===== src/rtl/rbed_pkg.sv =====
package rbed_pkg;

    localparam int MOD_WIDTH_DEFAULT = 32;
    localparam int CFG_WIDTH         = 32;
    localparam int CFG_IDX_WIDTH     = 2;

    localparam logic [CFG_IDX_WIDTH-1:0] CFG_MODULUS     = 2'd0;
    localparam logic [CFG_IDX_WIDTH-1:0] CFG_PUBLIC_EXP  = 2'd1;
    localparam logic [CFG_IDX_WIDTH-1:0] CFG_PRIVATE_EXP = 2'd2;

    localparam logic [CFG_WIDTH-1:0] MODULUS_RESET     = 32'd96091;
    localparam logic [CFG_WIDTH-1:0] PUBLIC_EXP_RESET  = 32'd5;
    localparam logic [CFG_WIDTH-1:0] PRIVATE_EXP_RESET = 32'd38189;

    localparam logic [7:0] PAD_BYTE    = 8'h20;
    localparam logic       REQ_ENCRYPT = 1'b0;
    localparam logic       REQ_DECRYPT = 1'b1;

    typedef enum logic [2:0] {
        ST_IDLE,
        ST_RED_START,
        ST_RED_WAIT,
        ST_CHECK,
        ST_RES_WAIT,
        ST_SQ_WAIT,
        ST_FINISH
    } ctrl_state_t;

    typedef enum logic [1:0] {
        MUL_REDUCE,
        MUL_RES,
        MUL_SQUARE
    } mul_sel_t;

    typedef struct packed {
        logic     load;
        logic     mul_start;
        mul_sel_t mul_sel;
        logic     write_base;
        logic     write_res;
        logic     exp_shift;
        logic     out_load;
    } rbed_cmd_t;

    typedef struct packed {
        logic mod_zero;
        logic exp_zero;
        logic exp_lsb;
        logic mul_done;
    } rbed_status_t;

endpackage


===== src/rtl/rbed_modmul.sv =====
module rbed_modmul
    import rbed_pkg::*;
#(
    parameter int MOD_WIDTH = MOD_WIDTH_DEFAULT
)
(
    input  logic                 clk,
    input  logic                 rst_n,
    input  logic                 start,
    input  logic [MOD_WIDTH-1:0] op_a,
    input  logic [MOD_WIDTH-1:0] op_b,
    input  logic [MOD_WIDTH-1:0] modulus,
    output logic                 done,
    output logic [MOD_WIDTH-1:0] product
);

    localparam int CNT_W = $clog2(MOD_WIDTH + 1);

    logic                 busy_reg, busy_next;
    logic                 done_reg, done_next;
    logic [CNT_W-1:0]     cnt_reg, cnt_next;
    logic [MOD_WIDTH-1:0] acc_reg;
    logic [MOD_WIDTH-1:0] a_reg;
    logic [MOD_WIDTH-1:0] b_reg;

    logic [MOD_WIDTH+1:0] addend;
    logic [MOD_WIDTH+1:0] sum;
    logic [MOD_WIDTH+1:0] mod1;
    logic [MOD_WIDTH+1:0] mod2;
    logic [MOD_WIDTH-1:0] acc_next;

    // acc < m, so 2*acc + a stays below 3*m: one of three candidates is reduced
    always_comb
    begin
        addend = b_reg[MOD_WIDTH-1] ? {2'b00, a_reg} : '0;
        sum    = {1'b0, acc_reg, 1'b0} + addend;
        mod1   = {2'b00, modulus};
        mod2   = {1'b0, modulus, 1'b0};
        if (sum >= mod2)
        begin
            acc_next = MOD_WIDTH'(sum - mod2);
        end
        else if (sum >= mod1)
        begin
            acc_next = MOD_WIDTH'(sum - mod1);
        end
        else
        begin
            acc_next = MOD_WIDTH'(sum);
        end
    end

    always_comb
    begin
        busy_next = busy_reg;
        cnt_next  = cnt_reg;
        done_next = 1'b0;
        if (start)
        begin
            busy_next = 1'b1;
            cnt_next  = CNT_W'(MOD_WIDTH);
        end
        else if (busy_reg)
        begin
            cnt_next = cnt_reg - CNT_W'(1);
            if (cnt_reg == CNT_W'(1))
            begin
                busy_next = 1'b0;
                done_next = 1'b1;
            end
        end
    end

    always_ff @(posedge clk or negedge rst_n)
    begin
        if (!rst_n)
        begin
            busy_reg <= 1'b0;
            done_reg <= 1'b0;
            cnt_reg  <= '0;
        end
        else
        begin
            busy_reg <= busy_next;
            done_reg <= done_next;
            cnt_reg  <= cnt_next;
        end
    end

    always_ff @(posedge clk)
    begin
        if (start)
        begin
            acc_reg <= '0;
            a_reg   <= op_a;
            b_reg   <= op_b;
        end
        else if (busy_reg)
        begin
            acc_reg <= acc_next;
            b_reg   <= {b_reg[MOD_WIDTH-2:0], 1'b0};
        end
    end

    assign done    = done_reg;
    assign product = acc_reg;

endmodule


===== src/rtl/rbed_datapath.sv =====
module rbed_datapath
    import rbed_pkg::*;
#(
    parameter int MOD_WIDTH = MOD_WIDTH_DEFAULT
)
(
    input  logic                 clk,
    input  logic                 rst_n,
    input  rbed_cmd_t            cmd,
    output rbed_status_t         status,
    input  logic                 req_type,
    input  logic [7:0]           first_byte,
    input  logic [7:0]           second_byte,
    input  logic                 second_present,
    input  logic [CFG_WIDTH-1:0] cipher_word,
    input  logic [((MOD_WIDTH < CFG_WIDTH) ? MOD_WIDTH : CFG_WIDTH)-1:0] modulus_cfg,
    input  logic [((MOD_WIDTH < CFG_WIDTH) ? MOD_WIDTH : CFG_WIDTH)-1:0] public_exp,
    input  logic [((MOD_WIDTH < CFG_WIDTH) ? MOD_WIDTH : CFG_WIDTH)-1:0] private_exp,
    output logic [MOD_WIDTH-1:0] res_value,
    output logic                 res_req,
    output logic                 res_last_in,
    input  logic                 last_item
);

    localparam int CFG_W = (MOD_WIDTH < CFG_WIDTH) ? MOD_WIDTH : CFG_WIDTH;

    logic [MOD_WIDTH-1:0] mod_reg;
    logic [CFG_W-1:0]     exp_reg;
    logic [MOD_WIDTH-1:0] base_reg;
    logic [MOD_WIDTH-1:0] res_reg;
    logic                 req_reg;
    logic                 last_reg;

    logic [15:0]          block;
    logic [MOD_WIDTH-1:0] mul_a;
    logic [MOD_WIDTH-1:0] mul_b;
    logic                 mul_done;
    logic [MOD_WIDTH-1:0] product;

    assign block = {first_byte, second_present ? second_byte : PAD_BYTE};

    always_comb
    begin
        unique case (cmd.mul_sel)
            MUL_REDUCE:
            begin
                mul_a = MOD_WIDTH'(1);
                mul_b = base_reg;
            end
            MUL_RES:
            begin
                mul_a = res_reg;
                mul_b = base_reg;
            end
            MUL_SQUARE:
            begin
                mul_a = base_reg;
                mul_b = base_reg;
            end
            default:
            begin
                mul_a = base_reg;
                mul_b = base_reg;
            end
        endcase
    end

    rbed_modmul #(
        .MOD_WIDTH (MOD_WIDTH)
    ) u_modmul (
        .clk     (clk),
        .rst_n   (rst_n),
        .start   (cmd.mul_start),
        .op_a    (mul_a),
        .op_b    (mul_b),
        .modulus (mod_reg),
        .done    (mul_done),
        .product (product)
    );

    always_ff @(posedge clk)
    begin
        if (cmd.load)
        begin
            mod_reg  <= MOD_WIDTH'(modulus_cfg);
            exp_reg  <= (req_type == REQ_DECRYPT) ? private_exp : public_exp;
            base_reg <= (req_type == REQ_DECRYPT) ? MOD_WIDTH'(cipher_word[CFG_W-1:0])
                                                  : MOD_WIDTH'(block);
            // 1 mod m, and zero when m is zero so that case needs no extra path
            res_reg  <= MOD_WIDTH'(modulus_cfg > CFG_W'(1));
            req_reg  <= req_type;
            last_reg <= last_item;
        end
        else
        begin
            if (cmd.write_base)
            begin
                base_reg <= product;
            end
            if (cmd.write_res)
            begin
                res_reg <= product;
            end
            if (cmd.exp_shift)
            begin
                exp_reg <= {1'b0, exp_reg[CFG_W-1:1]};
            end
        end
    end

    assign status.mod_zero = (mod_reg == '0);
    assign status.exp_zero = (exp_reg == '0);
    assign status.exp_lsb  = exp_reg[0];
    assign status.mul_done = mul_done;

    assign res_value   = res_reg;
    assign res_req     = req_reg;
    assign res_last_in = last_reg;

endmodule


===== src/rtl/rbed_ctrl.sv =====
module rbed_ctrl
    import rbed_pkg::*;
(
    input  logic         clk,
    input  logic         rst_n,
    input  logic         in_valid,
    input  logic         out_free,
    input  rbed_status_t status,
    output logic         in_ready,
    output rbed_cmd_t    cmd
);

    ctrl_state_t state_reg, state_next;

    always_comb
    begin
        state_next = state_reg;
        unique case (state_reg)
            ST_IDLE:
            begin
                if (in_valid)
                begin
                    state_next = ST_RED_START;
                end
            end
            ST_RED_START:
            begin
                state_next = status.mod_zero ? ST_FINISH : ST_RED_WAIT;
            end
            ST_RED_WAIT:
            begin
                if (status.mul_done)
                begin
                    state_next = ST_CHECK;
                end
            end
            ST_CHECK:
            begin
                if (status.exp_zero)
                begin
                    state_next = ST_FINISH;
                end
                else if (status.exp_lsb)
                begin
                    state_next = ST_RES_WAIT;
                end
                else
                begin
                    state_next = ST_SQ_WAIT;
                end
            end
            ST_RES_WAIT:
            begin
                if (status.mul_done)
                begin
                    state_next = ST_SQ_WAIT;
                end
            end
            ST_SQ_WAIT:
            begin
                if (status.mul_done)
                begin
                    state_next = ST_CHECK;
                end
            end
            ST_FINISH:
            begin
                if (out_free)
                begin
                    state_next = ST_IDLE;
                end
            end
            default:
            begin
                state_next = ST_IDLE;
            end
        endcase
    end

    always_comb
    begin
        in_ready       = 1'b0;
        cmd.load       = 1'b0;
        cmd.mul_start  = 1'b0;
        cmd.mul_sel    = MUL_SQUARE;
        cmd.write_base = 1'b0;
        cmd.write_res  = 1'b0;
        cmd.exp_shift  = 1'b0;
        cmd.out_load   = 1'b0;
        unique case (state_reg)
            ST_IDLE:
            begin
                in_ready = 1'b1;
                cmd.load = in_valid;
            end
            ST_RED_START:
            begin
                cmd.mul_start = !status.mod_zero;
                cmd.mul_sel   = MUL_REDUCE;
            end
            ST_RED_WAIT:
            begin
                cmd.mul_sel    = MUL_REDUCE;
                cmd.write_base = status.mul_done;
            end
            ST_CHECK:
            begin
                cmd.mul_start = !status.exp_zero;
                cmd.mul_sel   = status.exp_lsb ? MUL_RES : MUL_SQUARE;
            end
            ST_RES_WAIT:
            begin
                // base is untouched by this product, so the square starts at once
                cmd.write_res = status.mul_done;
                cmd.mul_start = status.mul_done;
                cmd.mul_sel   = MUL_SQUARE;
            end
            ST_SQ_WAIT:
            begin
                cmd.write_base = status.mul_done;
                cmd.exp_shift  = status.mul_done;
            end
            ST_FINISH:
            begin
                cmd.out_load = out_free;
            end
            default:
            begin
                in_ready = 1'b0;
            end
        endcase
    end

    always_ff @(posedge clk or negedge rst_n)
    begin
        if (!rst_n)
        begin
            state_reg <= ST_IDLE;
        end
        else
        begin
            state_reg <= state_next;
        end
    end

endmodule


===== src/rtl/rsa_block_encrypt_decrypt_unit.sv =====
// channel   direction  signals                               fields
// s_axis    in         tvalid tready tdata[55:0] tuser tlast  request block or cipher word
// m_axis    out        tvalid tready tdata[47:0] tlast        result value and bytes
// cfg       in         cfg_valid cfg_ready cfg_index cfg_data register write
//
// one request at a time; a zero modulus skips the multiplier
// the modular multiplier is bit-serial and handles one multiplier bit per cycle
// the next request is taken while a finished result waits in the output register
// rst_n clears the control state and loads the default key registers
module rsa_block_encrypt_decrypt_unit
    import rbed_pkg::*;
#(
    parameter int MOD_WIDTH = MOD_WIDTH_DEFAULT
)
(
    input  logic                     clk,
    input  logic                     rst_n,
    input  logic                     s_axis_tvalid,
    output logic                     s_axis_tready,
    // first_byte[7:0], second_byte[15:8], second_present[16], cipher_word[48:17]
    input  logic [55:0]              s_axis_tdata,
    // req_type[0]
    input  logic                     s_axis_tuser,
    input  logic                     s_axis_tlast,
    output logic                     m_axis_tvalid,
    input  logic                     m_axis_tready,
    // result_value[31:0] (only [15:0] on decrypt), plain_high[39:32], plain_low[47:40]
    output logic [47:0]              m_axis_tdata,
    output logic                     m_axis_tlast,
    input  logic                     cfg_valid,
    output logic                     cfg_ready,
    input  logic [CFG_IDX_WIDTH-1:0] cfg_index,
    input  logic [CFG_WIDTH-1:0]     cfg_data
);

    localparam int CFG_W = (MOD_WIDTH < CFG_WIDTH) ? MOD_WIDTH : CFG_WIDTH;

    logic [CFG_W-1:0] modulus_reg;
    logic [CFG_W-1:0] public_exp_reg;
    logic [CFG_W-1:0] private_exp_reg;

    rbed_cmd_t    cmd;
    rbed_status_t status;

    logic                 out_free;
    logic [MOD_WIDTH-1:0] res_value;
    logic                 res_req;
    logic                 res_last;
    logic [31:0]          res_low;
    logic [47:0]          out_word;

    logic        out_valid_reg, out_valid_next;
    logic [47:0] out_data_reg;
    logic        out_last_reg;

    assign cfg_ready = 1'b1;

    always_ff @(posedge clk or negedge rst_n)
    begin
        if (!rst_n)
        begin
            modulus_reg     <= CFG_W'(MODULUS_RESET);
            public_exp_reg  <= CFG_W'(PUBLIC_EXP_RESET);
            private_exp_reg <= CFG_W'(PRIVATE_EXP_RESET);
        end
        else if (cfg_valid && cfg_ready)
        begin
            unique case (cfg_index)
                CFG_MODULUS:     modulus_reg     <= cfg_data[CFG_W-1:0];
                CFG_PUBLIC_EXP:  public_exp_reg  <= cfg_data[CFG_W-1:0];
                CFG_PRIVATE_EXP: private_exp_reg <= cfg_data[CFG_W-1:0];
                default:         modulus_reg     <= modulus_reg;
            endcase
        end
    end

    rbed_ctrl u_ctrl (
        .clk      (clk),
        .rst_n    (rst_n),
        .in_valid (s_axis_tvalid),
        .out_free (out_free),
        .status   (status),
        .in_ready (s_axis_tready),
        .cmd      (cmd)
    );

    rbed_datapath #(
        .MOD_WIDTH (MOD_WIDTH)
    ) u_datapath (
        .clk            (clk),
        .rst_n          (rst_n),
        .cmd            (cmd),
        .status         (status),
        .req_type       (s_axis_tuser),
        .first_byte     (s_axis_tdata[7:0]),
        .second_byte    (s_axis_tdata[15:8]),
        .second_present (s_axis_tdata[16]),
        .cipher_word    (s_axis_tdata[48:17]),
        .modulus_cfg    (modulus_reg),
        .public_exp     (public_exp_reg),
        .private_exp    (private_exp_reg),
        .res_value      (res_value),
        .res_req        (res_req),
        .res_last_in    (res_last),
        .last_item      (s_axis_tlast)
    );

    // result fits the modulus width, so the low CFG_W bits carry all of it below 32 bits
    assign res_low = 32'(res_value[CFG_W-1:0]);

    always_comb
    begin
        if (res_req == REQ_DECRYPT)
        begin
            out_word = {res_low[7:0], res_low[15:8], 16'h0000, res_low[15:0]};
        end
        else
        begin
            out_word = {16'h0000, res_low};
        end
    end

    assign out_free = !out_valid_reg || m_axis_tready;

    always_comb
    begin
        if (cmd.out_load)
        begin
            out_valid_next = 1'b1;
        end
        else if (m_axis_tready)
        begin
            out_valid_next = 1'b0;
        end
        else
        begin
            out_valid_next = out_valid_reg;
        end
    end

    always_ff @(posedge clk or negedge rst_n)
    begin
        if (!rst_n)
        begin
            out_valid_reg <= 1'b0;
        end
        else
        begin
            out_valid_reg <= out_valid_next;
        end
    end

    always_ff @(posedge clk)
    begin
        if (cmd.out_load)
        begin
            out_data_reg <= out_word;
            out_last_reg <= res_last;
        end
    end

    assign m_axis_tvalid = out_valid_reg;
    assign m_axis_tdata  = out_data_reg;
    assign m_axis_tlast  = out_last_reg;

    // one request at a time: an accepted request closes the input until it finishes
    assert property (@(posedge clk) disable iff (!rst_n)
        s_axis_tvalid && s_axis_tready |=> !s_axis_tready)
        else $error("input accepted while a request is in progress");

    // the multiplier has nothing running while the controller is idle
    assert property (@(posedge clk) disable iff (!rst_n)
        s_axis_tready |-> !status.mul_done)
        else $error("multiplier finished with no request in progress");

    // a result is written only into a free output register
    assert property (@(posedge clk) disable iff (!rst_n)
        cmd.out_load |-> (!m_axis_tvalid || m_axis_tready))
        else $error("result overwrote a pending output");

endmodule

===== config.mk =====
export PLATFORM = sky130hd
export DESIGN_NAME = rsa_block_encrypt_decrypt_unit
export DESIGN_NICKNAME = d
export VERILOG_FILES = /design/src/rtl/rbed_pkg.sv /design/src/rtl/rbed_modmul.sv /design/src/rtl/rbed_datapath.sv /design/src/rtl/rbed_ctrl.sv /design/src/rtl/rsa_block_encrypt_decrypt_unit.sv
export SDC_FILE = /design/constraint.sdc
export NUM_CORES = 1
export LEC_CHECK = 0
export BUFFER_PORTS_ARGS = -buffer_cell sky130_fd_sc_hd__clkbuf_2
export CORE_ASPECT_RATIO = 1.1
export CORE_MARGIN = 8
export CORE_UTILIZATION = 50
export CTS_BUF_LIST = sky130_fd_sc_hd__clkbuf_4 sky130_fd_sc_hd__clkbuf_8 sky130_fd_sc_hd__clkbuf_16
export CTS_CLUSTER_DIAMETER = 40
export DETAILED_ROUTE_END_ITERATION = 10
export PLACE_DENSITY = 0.76
export SETUP_SLACK_MARGIN = 0.4
export SYNTH_ARGS = -nofsm -noshare
export SYNTH_HDL_FRONTEND = slang
export SYNTH_HIERARCHICAL = 1
export SYNTH_SLANG_ARGS = --single-unit

===== constraint.sdc =====
create_clock -name clk -period 6.75 [get_ports clk]
set_clock_uncertainty 0.1 [all_clocks]
set_input_delay 1.0125 -clock clk [delete_from_list [all_inputs] [get_ports clk]]
set_output_delay 1.0125 -clock clk [all_outputs]
set_load 0.03 [all_outputs]

# Word level (Yosys, flattened, before mapping)

Index checks and enable logic that the tools add are counted.

$add $sub $neg: 4
$mul: 0
Divide/modulo/power cells: 0
$lt $le $gt $ge: 3
Eq/ne operators: 14
Shifts and indexed selects: 0
Muxes and demuxes: 42
Bitwise operators: 0
Reductions and logical operators: 20

Operators by type and width:

| kind                                                   | count |
|---|---|
| 2-to-1 mux 32 bit                                      | 11 |
| zero test 32 bit                                       | 2 |
| case mux 32 bit (2 select lines)                       | 1 |
| subtractor 32 bit                                      | 2 |
| adder 33 x 32 -> 34 bit                                | 1 |
| >= comparator 34 x 32 -> 1 bit                         | 1 |
| >= comparator 34 x 33 -> 1 bit                         | 1 |
| > comparator 32 x 1 -> 1 bit (second input constant)   | 1 |
| 2-to-1 mux 3 bit                                       | 6 |
| case mux 3 bit (6 select lines)                        | 1 |
| 2-to-1 mux 1 bit                                       | 17 |
| 2-to-1 mux 6 bit                                       | 2 |
| nonzero test 2 bit                                     | 5 |
| == test 3 bit (second input constant)                  | 3 |
| 2-to-1 mux 8 bit                                       | 1 |
| == test 3 x 2 -> 1 bit (second input constant)         | 2 |
| == test 6 x 1 -> 1 bit (second input constant)         | 1 |
| inequality test 2 x 1 -> 1 bit (second input constant) | 3 |
| AND reduction 2 bit                                    | 3 |
| subtractor 6 x 1 -> 6 bit (second input constant)      | 1 |
| == test 2 x 1 -> 1 bit (second input constant)         | 2 |
| zero test 2 bit                                        | 2 |
| case mux 2 bit (2 select lines)                        | 1 |
| AND reduction 4 bit                                    | 1 |
| other kinds (9)                                        | 12 |

Register bits: 383
Bits in latches: 0
RAM bits: 0
Memory bits (read-only): 0
Input bits: 97
Word-level logic and storage cells: 105
Memories kept: 0

# Logic depth before layout (Yosys ltp)

Depth after elaboration: 5
Gate-level depth with buffers: 26

# Modules after synthesis

Netlist, hierarchy kept.

By module, submodules not included:

| module                         | instances | cells an instance | area an instance (um^2) | sequential area each (um^2) |
|---|---|---|---|---|
| rbed_modmul                    | 1         | 1086              | 9552.9                  | 2762.6 |
| rbed_datapath                  | 1         | 560               | 6028.3                  | 3593.4 |
| rsa_block_encrypt_decrypt_unit | 1         | 293               | 5385.2                  | 3926.3 |
| rbed_ctrl                      | 1         | 39                | 309.0                   | 75.1 |

# Worst setup path before layout

OpenSTA, ideal clock, no wires.

Kind: flip-flop to flip-flop
From: register u_datapath.u_modmul.b_reg[31]
To: register u_datapath.u_modmul.acc_reg[3] (netlist: u_datapath/u_modmul/product[3])
Library setup time: 138 ps
Arrival: 4844 ps
Data required time: 6512 ps
Setup slack: 1668 ps
Stages on the path, launching flop included: 22
Clock period less this slack: 5082 ps
Cell sequence: edfxtp_1 > clkbuf_1 > nand2_1 > fa_1 > nand2b_1 > a21oi_1 > o31ai_1 > a21boi_0 > o21ai_0 > o21ai_0 > xor2_1 > ha_1 > a21o_1 > a211o_1 > a21oi_1 > a221oi_1 > a221oi_2 > nor2_1 > a221o_1 > nor2_1 > buf_4 > a211oi_1

Cells in the longest elaborated chain, start to end: 5

Ends and longest elaborated chain:

| item                                                                       | line                                 | RTL |
|---|---|---|
| start, declared                                                            | rbed_modmul.sv:24                    | `logic [MOD_WIDTH-1:0] b_reg;` |
| start signal, assigned                                                     | rbed_modmul.sv:96                    | `b_reg <= op_b;` |
| start signal, assigned                                                     | rbed_modmul.sv:101                   | `b_reg <= {b_reg[MOD_WIDTH-2:0], 1'b0};` |
| 2-to-1 mux 32 bit (*)                                                      | rbed_modmul.sv:35                    | `addend = b_reg[MOD_WIDTH-1] ? {2'b00, a_reg} : '0;` |
| adder 33 x 32 -> 34 bit (*)                                                | rbed_modmul.sv:36                    | `sum = {1'b0, acc_reg, 1'b0} + addend;` |
| subtractor 32 bit / >= comparator 34 x 32 -> 1 bit (equally long branches) | rbed_modmul.sv:45, rbed_modmul.sv:43 |  |
| 2-to-1 mux 32 bit                                                          | rbed_modmul.sv:43                    | `else if (sum >= mod1)` |
| 2-to-1 mux 32 bit (*)                                                      | rbed_modmul.sv:39                    | `if (sum >= mod2)` |
| end signal, assigned                                                       | rbed_modmul.sv:100                   | `acc_reg <= acc_next;` |
| end, declared                                                              | rbed_modmul.sv:22                    | `logic [MOD_WIDTH-1:0] acc_reg;` |

Mark *: on every way between the ends. The rest lies on a longest branch, timed or not.
A chain may end at the register's enable or synchronous reset.

# Worst setup path in the final report

From: register u_datapath.u_modmul.b_reg[31]
To: register u_datapath.u_modmul.acc_reg[26] (netlist: u_datapath/u_modmul/product[26])

Same word-level chain as after synthesis.

==> flow_summary.ini <==
[cts]
clock_tree.root_cell = clkbuf_16
cts_max_path_buffers = 3
clk_pin_slew_ns = 0.05
clock_latency_ns = 0.57
tritoncts_num_sinks = 383
tritoncts = yes
level_count_of_the_clock_h_tree = 2
cts_buffers = 46

[floorplan]
core_area_sq_um = 42100
floorplan.die.height_um = 232
die_area_sq_um = 49400
num_rows = 79
starting_density_of_the_core_pct = 50.5
pin_count = 149
die_width_um = 213

[sta]
rsz0062_at_grt = no
tns_ns = 0
final-setup-viol-count = 0
period_needed_ns = 6.01
hold_viol = 0
timing.fmax_mhz = 166
slew_worst_pin_ns = 0.999
maxSlewViolCount = 0
timing.final.crit_share_pct = 89.1
slew_headroom_pct = 33.4

[critical_path]
setup.worst_path.start_class = register
timing.critical_path.fanout_max = 20
register_to_register_path_depth = 24
cp_data_required_time_ns = 7.10
setup.worst_path.class = register to register
critPathCaptureType = register
cp_data_arrival_time_ns = 6.37

[drt]
drc = 0
vias = 15700
routed_wirelength_mm = 51.6
final_antenna_net_count = 0
via_per_inst = 5.78
avgRoutedWirePerCell_um = 19.0
drt-initial-drc-count = 1376
first_drt_pass_iteration_count = 6

[cells_and_area]
fillCellCount = 3552
fin_area_sq_um = 24000
final_antenna_diode_count = 0
syn_to_final_growth_pct = 12.7
finish.net_count = 2304
largest_register_ffs = 48
share_of_layout_cells_above_drive_strength_1_pct = 20.5

[power]
p_per_area_nw_per_um2 = 223
vdd_ir_drop_max_uv = 233
p_leak_nw = 9.18
power.total_mw = 5.36

[min_path]
min-delay-path-class = register to register
holdPathStages = 0

[yosys]
synth_cells = 1978
ys_seq_area_share_pct = 48.7
netlist.area_leader.share_pct = 29.9
synth-edff-count = 212
synth_area_leaders = edfxtp_1, dfrtp_1, mux2_2
synth.avg_cell_area_sq_um = 10.8
ys_ff_latch = 383
postSynthNetCount = 2175
yosys.area.top_type = edfxtp_1
ys.flop_type = edfxtp_1
async_reset_ff_share_pct = 28.2
yosysUniqueCellTypes = 91
warnings_synthesis = 6
synth.cell_area_sq_um = 21300

[status]
outcome = finished clean

[grt]
wire_length_of_the_first_global_routing_pass_mm = 82.3
first_global_vias = 15400
grt_max_degree = 68
antenna_found_initial = 0
globalRoute.totalOverflow = 0
overall_global_routing_usage_pct = 20.7

[placed_design]
portBuffers = 140
gp_congestion = 1.01
hpwl_after_detailed_placement_mm = 38.1
post_placement_cell_area_sq_um = 22400

[run]
timing.max_cap.violations = 0
worst max-delay path, stage by stage (launching register included):
cell and delay (ns):
edfxtp_1 0.33, buf_4 0.19, and2_1 0.17, ha_1 0.19
inv_1 0.06, fa_1 0.40, nand2b_1 0.18, a21oi_1 0.33
o31ai_4 0.16, a21boi_0 0.25, o21ai_0 0.15, o21ai_0 0.23
xor2_1 0.14, buf_4 0.17, ha_1 0.38, nand3_1 0.15
or2_2 0.34, nor4_1 0.29, a41oi_1 0.19, a21boi_2 0.22
o221ai_4 0.55, buf_4 0.31, nand3_1 0.10, o31a_1 0.12
a32o_1 0.21
kinds of logic (layout without fill, tap and decap cells):
logic type               after synthesis  after routing  share of synthesized area, %
flip-flops                           383            383                          48.7
buffers and inverters                168            333                          4.01
adder cells (fa/ha/maj)              100            100                          5.99
AO/OA/AOI/OAI                        491            491                          14.8
XOR/XNOR                              80             80                          3.29
other                                  1              1                        0.0176
multiplexers                         213            213                          10.8
AND/OR/NAND/NOR                      542            542                          12.4
area by class of cell:
class                      count  area, sq um  share of cell area (%)
multi-input combinational   1427        10100                    42.2
sequential                   383        10400                    43.2
inverter                      78          293                    1.22
clock buffer                  55         1220                    5.08
timing repair buffer         171          936                    3.90
tap                          567          709                    2.96
clock inverter                29          337                    1.40
per-stage QoR:
step	hold WS [ns]	setup WS (ns)	std cells	util, %
2_1_floorplan	0.300	1.67	1978	-
3_3_place_gp	0.303	0.523	2622	53.1
3_5_place_dp	0.306	0.367	2622	53.1
4_1_cts	0.318	0.420	2706	56.8
5_1_grt	0.330	0.441	2710	56.9
6_report	0.316	0.738	2710	56.9
final timing paths:
check,from,endpoint,slack (ns)
max,u_datapath/u_modmul/b_reg[31],u_datapath/u_modmul/product[26],0.74
min,u_datapath/res_last_in,m_axis_tlast,0.32
max reg2reg,u_datapath/u_modmul/b_reg[31],u_datapath/u_modmul/product[26],0.74
min reg2reg,u_datapath/res_last_in,m_axis_tlast,0.32
max in group asynchronous,rst_n,m_axis_tvalid,5.00
min in group asynchronous,rst_n,private_exp_reg[1],0.36
metal layers:
layer | track usage [%] | wire length [um] | up-vias
li1 | - | - | 7512
met1 | 28.0 | 22900 | 7572
met2 | 33.9 | 24300 | 493
met3 | 3.12 | 3070 | 74
met4 | 6.45 | 1310 | 0
met5 | 0 | 0 | -
power breakdown:
part / internal [mW] / total, mW / leakage (nW) / switching, mW
combinational: 0.130 / 0.225 / 5.12 / 0.0945
clock: 1.48 / 2.48 / 0.767 / 1.00
sequential: 2.59 / 2.65 / 3.29 / 0.0681
total: 4.19 / 5.36 / 9.18 / 1.17
cells in the final DEF (no fill, tap or decap), types with 8 or more instances in the layout:
| cell type | n |
|---|---|
| a211oi_1 | 17 |
| a21o_1 | 47 |
| a21oi_1 | 154 |
| a31oi_1 | 8 |
| and2_1 | 53 |
| and3_1 | 17 |
| buf_4 | 32 |
| clkbuf_16 | 46 |
| clkbuf_2 | 138 |
| clkbuf_4 | 9 |
| dfrtp_1 | 86 |
| dfstp_2 | 22 |
| dfxtp_1 | 63 |
| edfxtp_1 | 212 |
| ha_1 | 97 |
| inv_1 | 78 |
| mux2_2 | 126 |
| mux2i_1 | 84 |
| nand2_1 | 145 |
| nand2b_1 | 17 |
| nand3_1 | 20 |
| nand4_1 | 18 |
| nor2_1 | 161 |
| nor2b_1 | 31 |
| nor3_1 | 18 |
| nor4_1 | 28 |
| o211ai_1 | 12 |
| o21a_1 | 15 |
| o21ai_0 | 120 |
| o21ai_1 | 9 |
| o21bai_1 | 15 |
| o31ai_1 | 8 |
| xnor2_1 | 52 |
| xor2_1 | 28 |
synthesized netlist by cell type, drive strengths merged, types with 18 or more instances:
library cell	instances
a21o	48
inv	78
buf	48
mux2	129
nor2b	32
dfstp	22
mux2i	84
nand3	20
nand4	18
nor2	163
xor2	28
ha	97
clkbuf	42
dfrtp	86
nand2	146
nor4	29
edfxtp	212
xnor2	52
a211oi	18
dfxtp	63
o21ai	129
and2	54
nor3	19
a21oi	155
what timing repair did:
| action | CTS | global route |
|---|---|---|
| hold buffers | 0 | 0 |
| gates resized for setup | 1 | 4 |
| setup endpoints to repair | 3 | 32 |
| setup buffers | 0 | 4 |
Power figures use the tool's default switching activity.
